### src/sv/bfha_pkg.sv
`timescale 1ns / 1ps
// ---------------------------------------------------------------------------
// bfha_pkg
// Constants, command and status types shared by the heap allocator files.
// ---------------------------------------------------------------------------
package bfha_pkg;

  localparam int unsigned FIELD_W        = 13;
  localparam int unsigned HEAP_BYTES_DEF = 4096;
  localparam int unsigned HDR_BYTES      = 8;
  localparam int unsigned ALIGN_BYTES    = 16;
  localparam int unsigned SPLIT_MIN      = 16;
  localparam int unsigned END_MARK       = 1;
  localparam int unsigned ALLOC_BIT      = 1;
  localparam int unsigned PREV_BIT       = 2;

  typedef enum logic [2:0] {
    WR_NONE  = 3'd0,
    WR_CLEAR = 3'd1,
    WR_HDR   = 3'd2,
    WR_FTR   = 3'd3,
    WR_REM   = 3'd4,
    WR_RFT   = 3'd5,
    WR_NXT   = 3'd6
  } wr_op_t;

  typedef struct packed {
    logic   load_req;
    logic   walk_step;
    logic   rd_adv;
    logic   rd_nxt;
    logic   clr_step;
    logic   load_out;
    wr_op_t wr_op;
  } bfha_cmd_t;

  typedef struct packed {
    logic req_zero;
    logic walk_stop;
    logic hdr_stop;
    logic next_stop;
    logic found;
    logic split;
    logic nxt_in;
    logic nxt_end;
    logic clr_last;
    logic out_free;
  } bfha_sts_t;

endpackage

### src/sv/bfha_ctrl.sv
`timescale 1ns / 1ps
// ---------------------------------------------------------------------------
// bfha_ctrl
// Sequencer for the heap clear, the header walk and the block update writes.
// ---------------------------------------------------------------------------
module bfha_ctrl import bfha_pkg::*; (
  input  logic      clk,
  input  logic      rst_n,
  input  logic      in_valid,
  output logic      in_ready,
  input  bfha_sts_t sts,
  output bfha_cmd_t cmd
);

  typedef enum logic [11:0] {
    S_CLEAR    = 12'b0000_0000_0001,
    S_IDLE     = 12'b0000_0000_0010,
    S_WALK_RD  = 12'b0000_0000_0100,
    S_WALK_EV  = 12'b0000_0000_1000,
    S_WALK_END = 12'b0000_0001_0000,
    S_WR_HDR   = 12'b0000_0010_0000,
    S_WR_FTR   = 12'b0000_0100_0000,
    S_WR_REM   = 12'b0000_1000_0000,
    S_WR_RFT   = 12'b0001_0000_0000,
    S_NX_RD    = 12'b0010_0000_0000,
    S_NX_EV    = 12'b0100_0000_0000,
    S_RESP     = 12'b1000_0000_0000
  } state_t;

  state_t state_r;
  state_t state_nxt;

  always_ff @(posedge clk) begin
    if (!rst_n) begin
      state_r <= S_CLEAR;
    end else begin
      state_r <= state_nxt;
    end
  end

  always_comb begin
    state_nxt = state_r;
    cmd       = '0;
    cmd.wr_op = WR_NONE;
    in_ready  = 1'b0;
    case (state_r)
      S_CLEAR: begin
        cmd.wr_op    = WR_CLEAR;
        cmd.clr_step = 1'b1;
        if (sts.clr_last) begin
          state_nxt = S_IDLE;
        end
      end
      S_IDLE: begin
        in_ready = 1'b1;
        if (in_valid) begin
          cmd.load_req = 1'b1;
          state_nxt    = sts.req_zero ? S_RESP : S_WALK_RD;
        end
      end
      S_WALK_RD: begin
        state_nxt = sts.walk_stop ? S_WALK_END : S_WALK_EV;
      end
      S_WALK_EV: begin
        if (sts.hdr_stop) begin
          state_nxt = S_WALK_END;
        end else begin
          cmd.walk_step = 1'b1;
          cmd.rd_adv    = 1'b1;
          if (sts.next_stop) begin
            state_nxt = S_WALK_END;
          end
        end
      end
      S_WALK_END: begin
        state_nxt = sts.found ? S_WR_HDR : S_RESP;
      end
      S_WR_HDR: begin
        cmd.wr_op = WR_HDR;
        state_nxt = S_WR_FTR;
      end
      S_WR_FTR: begin
        cmd.wr_op = WR_FTR;
        if (sts.split) begin
          state_nxt = S_WR_REM;
        end else if (sts.nxt_in) begin
          state_nxt = S_NX_RD;
        end else begin
          state_nxt = S_RESP;
        end
      end
      S_WR_REM: begin
        cmd.wr_op = WR_REM;
        state_nxt = S_WR_RFT;
      end
      S_WR_RFT: begin
        cmd.wr_op = WR_RFT;
        state_nxt = S_RESP;
      end
      S_NX_RD: begin
        cmd.rd_nxt = 1'b1;
        state_nxt  = S_NX_EV;
      end
      S_NX_EV: begin
        if (!sts.nxt_end) begin
          cmd.wr_op = WR_NXT;
        end
        state_nxt = S_RESP;
      end
      S_RESP: begin
        if (sts.out_free) begin
          cmd.load_out = 1'b1;
          state_nxt    = S_IDLE;
        end
      end
      default: begin
        state_nxt = S_IDLE;
      end
    endcase
  end

endmodule

### config.mk
export PLATFORM = sky130hd
export DESIGN_NAME = bfha_ctrl
export DESIGN_NICKNAME = d
export VERILOG_FILES = /design/src/sv/bfha_pkg.sv /design/src/sv/bfha_ctrl.sv
export SDC_FILE = /design/constraint.sdc
export NUM_CORES = 1
export LEC_CHECK = 0
export BUFFER_PORTS_ARGS = -buffer_cell sky130_fd_sc_hd__clkbuf_2
export CAP_MARGIN = 5
export CELL_PAD_IN_SITES_DETAIL_PLACEMENT = 1
export CELL_PAD_IN_SITES_GLOBAL_PLACEMENT = 1
export CORE_ASPECT_RATIO = 1.5
export CORE_MARGIN = 2
export CORE_UTILIZATION = 42
export CTS_BUF_LIST = sky130_fd_sc_hd__clkbuf_8
export CTS_CLUSTER_DIAMETER = 100
export DETAILED_ROUTE_END_ITERATION = 10
export PLACE_DENSITY = 0.82
export SYNTH_ARGS = -nofsm -noshare
export SYNTH_HDL_FRONTEND = slang
export SYNTH_SLANG_ARGS = --single-unit
### constraint.sdc
create_clock -name clk -period 3.8 [get_ports clk]
set_input_delay 0.57 -clock clk [delete_from_list [all_inputs] [get_ports clk]]
set_output_delay 0.57 -clock clk [all_outputs]
set_load 0.02 [all_outputs]
# == Word-level counts from Yosys, hierarchy flattened ==
# Index checks and enable logic that the tools add are counted.
# totals
ff_bits,12
input_bits,13
out_inout_bits,10
elab_cells,41
# op_classes
eq_ne,16
mux,22
n_reduce_logical,2
# ops
op,count
12-bit case mux with 11 select lines,1
12-bit two-way mux,9
3-bit case mux with 6 select lines,1
"12-bit by 1-bit equality test with 1-bit output, second input constant",1
"12-bit by 10-bit equality test with 1-bit output, second input constant",1
"12-bit by 11-bit equality test with 1-bit output, second input constant",1
"12-bit equality test, second input constant",1
"12-bit by 2-bit equality test with 1-bit output, second input constant",1
"12-bit by 3-bit equality test with 1-bit output, second input constant",1
"12-bit by 4-bit equality test with 1-bit output, second input constant",1
"12-bit by 5-bit equality test with 1-bit output, second input constant",1
"12-bit by 6-bit equality test with 1-bit output, second input constant",1
"12-bit by 7-bit equality test with 1-bit output, second input constant",1
"12-bit by 8-bit equality test with 1-bit output, second input constant",1
"12-bit by 9-bit equality test with 1-bit output, second input constant",1
1-bit two-way mux,7
"2-bit inequality test, second input constant",3
5-bit two-way mux,1
2-bit two-way mux,2
4-bit AND reduction,1
3-bit two-way mux,1
"3-bit inequality test, second input constant",1
2-bit OR reduction,1

# == Longest topological paths before layout ==
# logic_depth
ltp_word,3
ltp_mapped,6
mapped_depth_nobuf,5

# == Worst setup path before layout ==
# OpenSTA, ideal clock, no wires.
# synth_path
path_type,register to output
from,register state_r[4]
to,output port cmd[7] (netlist bit)
arrival_ns,1.850
required_time_ns,3.230
path_slack_ns,1.380
path_stages_with_launch,6
path_buffers,2
cell_sequence,dfxtp_1 buf_4 nor4_4 nand3_1 nor3_1 buf_4
# synth_lines
item,line,source
start: declaration,bfha_ctrl.sv:30,state_t state_r;
start signal: assignment,bfha_ctrl.sv:37,state_r <= state_nxt;
end: declaration,bfha_ctrl.sv:12,output bfha_cmd_t cmd

==> results.json <==
{
  "cts_tree": "done",
  "area_growth_pct": 15.7,
  "ys_ff_latch": 12,
  "synth-compound-area-share_pct": 12.4,
  "regMostFlops": "state_r",
  "core_area_um2": 2000,
  "antennaDiodeCount": 0,
  "synthMuxAreaShare_pct": 0,
  "clock_sinks": 12,
  "setup_viol": 0,
  "cts_max_path_buffers": 2,
  "start_kind": "flop",
  "nets": 132,
  "portBuffers": 22,
  "antenna_found_initial": 0,
  "synth_fa_ha_area_share_pct": 0,
  "p_per_area_nw_per_um2": 329,
  "async_reset_ff_share_pct": 0,
  "slew_headroom_pct": 59.7,
  "crit_fanout": 10,
  "multi_input_area_um2": 567,
  "pwr-share-comb_pct": 16.2,
  "sw_frac_of_total_pct": 26.7,
  "synth_top_area_cell": "dfxtp_1",
  "cts_htree_levels": 1,
  "required_ps": 3230,
  "hold_buffers": 0,
  "rows": 20,
  "synthXorXnorAreaFrac_pct": 5.03,
  "final_layout_size_suffix_gt1_share_pct": 28.8,
  "p_switching_uw": 88.4,
  "synth_top_family_by_area": "simple AND/OR/NAND/NOR gates",
  "regArea_um2": 240,
  "num_vias": 870,
  "post-route-period-util_pct": 77.6,
  "io_pins": 23,
  "worst_pin_slew_ps": 599,
  "drc": 0,
  "holdCritStartpoint": "sts[1]",
  "cts-root-buf": "clkbuf_8",
  "grt_usage_pct": 25.3,
  "grt-ovfl-total": 0,
  "largestRegisters": "state_r x12",
  "final_antenna_net_count": 0,
  "hpwl_mm": 1.97,
  "ys.flop_type": "dfxtp_1",
  "synthDominantCellAreaShare_pct": 27.6,
  "critPathMaxStageDelay_ps": 550,
  "intPower_uw": 243,
  "worstHoldPathType": "in2reg",
  "slew_violations": 0,
  "yosys-top-cells-count": "12 x dfxtp_1, 7 x nor2_1, 5 x nor3_1",
  "grt_pass1_vias": 852,
  "grt_pass1_wl_mm": 4.13,
  "cts_resized": 0,
  "dr.pass1.iters": 4,
  "synth_area_um2": 871,
  "grt_max_degree": 11,
  "yosysMostFrequentCell": "dfxtp_1",
  "synth_nets": 114,
  "layout_min_cycle_time_ps": 2950,
  "path_class": "reg2out",
  "irDropWorstVdd_v": 0.000243,
  "synth_edf_count": 0,
  "design_area_um2": 1010,
  "crit_slowest_cell": "or4b_1",
  "seq_power_share_pct": 40.6,
  "seq_area_frac_synth_pct": 27.6,
  "rsz0062_at_grt": "false",
  "rr_startpoint": "state_r[1]$_SDFFE_PN0P_",
  "regToRegSetupSlack_ps": 1760,
  "fin_setup_tns_ps": 0,
  "crit_arrival_ps": 2380,
  "synthCells": 101,
  "startpoint": "state_r[4]$_SDFFE_PN0P_",
  "start_util_pct": 43.5,
  "nFillCells": 252,
  "hold_violations": 0,
  "synth_simple_gate_area_share_pct": 47.7,
  "die_h_um": 59.8,
  "netlist-cell-type-count": 43,
  "fin_worst_skew_ps": 0.560,
  "yosys_warnings": 0,
  "dpl_cell_area_um2": 952,
  "synth_area_leaders": "dfxtp_1 28%, nor4_4 7.3%, nor4b_1 4.0%",
  "detail_route.wl_per_cell_um": 18.1,
  "gp_congestion": 0.850,
  "drv_cap": 0,
  "postCtsSetupBuffers": 0,
  "largest_reg_flops": 12,
  "die_w_um": 41.2,
  "vias_per_cell": 6.21,
  "path_clk_slew_ps": 60,
  "fmax_mhz": 339,
  "run_status": "complete, no violations",
  "clockPowerShare_pct": 43.2,
  "die_area_um2": 2460,
  "drtIter0Drc": 7,
  "path_cells": "nor4_4 -> nand3_1 -> or4b_1 -> o41ai_1 -> clkbuf_2",
  "cp-end-kind": "output port",
  "insertion_delay_ps": 240,
  "cts_buffers": 3,
  "wirelength_mm": 2.54,
  "syn_avg_cell_area_um2": 8.62,
  "p_leak_nw": 0.417
}
==> layout make-up <==
type | count | share of cell area [%]
clock buffers | 4 | 5.47
inverters | 2 | 0.745
multi-input cells | 78 | 56.3
flip-flops and latches | 12 | 23.9
well taps | 22 | 2.73
repair buffers | 22 | 10.9
==> power groups by stage <==
stage / Sequential [mW] / Combinational [mW] / Clock, mW
2_1_floorplan: 0.134 / 0.0371 / 0
3_3_place_gp: 0.137 / 0.0514 / 0
3_5_place_dp: 0.137 / 0.0530 / 0
4_1_cts: 0.134 / 0.0534 / 0.146
5_1_grt: 0.135 / 0.0594 / 0.151
6_report: 0.135 / 0.0535 / 0.143
==> cell usage in the layout, fill, tap and decap left out, types with 2 or more instances in the layout <==
| cell | netlist | final |
|---|---|---|
| nor3_1 | 5 | 5 |
| clkbuf_2 | 1 | 22 |
| o2111ai_1 | 2 | 2 |
| o41ai_1 | 2 | 2 |
| and3_1 | 4 | 4 |
| nor4b_1 | 4 | 4 |
| nor2b_1 | 2 | 2 |
| and4_1 | 2 | 2 |
| dfxtp_1 | 12 | 12 |
| nand2b_1 | 3 | 3 |
| nor2_1 | 7 | 7 |
| nor4_4 | 3 | 3 |
| nand4_1 | 3 | 3 |
| nand2_1 | 4 | 4 |
| xnor2_1 | 3 | 3 |
| clkbuf_8 | 0 | 4 |
| nor3b_1 | 4 | 4 |
| o21ai_0 | 3 | 3 |
| inv_1 | 2 | 2 |
| or4_1 | 2 | 2 |
| xor2_1 | 2 | 2 |
| nand3_1 | 4 | 4 |
| a21oi_1 | 2 | 2 |
==> path summary, 6_finish.rpt <==
kind,depth (start not counted),end
hold reg to reg,2,state_r[4]$_SDFFE_PN0P_
hold / removal,2,state_r[0]$_SDFFE_PN1P_
setup reg to reg,5,state_r[1]$_SDFFE_PN0P_
setup / recovery,5,cmd[1]
==> stage by stage <==
stage                     power [mW]  util (%)  instances  hold slack (ps)  setup WS (ps)
after global placement         0.188      47.6        136              572           1160
after CTS                      0.333      50.3        140              588            845
after floorplan                0.171         -        101              548           1380
after global routing           0.345      50.3        140              612            751
final                          0.331      50.3        140              593            852
after detailed placement       0.190      47.6        136              592           1100
==> logic make-up after synthesis <==
group,count (synthesis)
AO/OA/AOI/OAI,15
XOR/XNOR,5
buffers and inverters,11
flip-flops,12
AND/OR/NAND/NOR,58
==> worst max-delay path: cells and delay by family, from the launching register on <==
| family | cells | cell delay, ps |
|---|---|---|
| compound gates | 1 | 120 |
| flops | 1 | 410 |
| buf+inv | 1 | 250 |
| simple gates | 3 | 1350 |
==> per-layer routing <==
layer / vias up / GRT usage (%) / wire [um]
met4: 0 / 12.0 / 82
met2: 24 / 41.3 / 1330
met3: 8 / 4.09 / 85
li1: 417 / - / -
met1: 421 / 30.6 / 1040
met5: - / 0 / 0
Power figures use the tool's default switching activity.
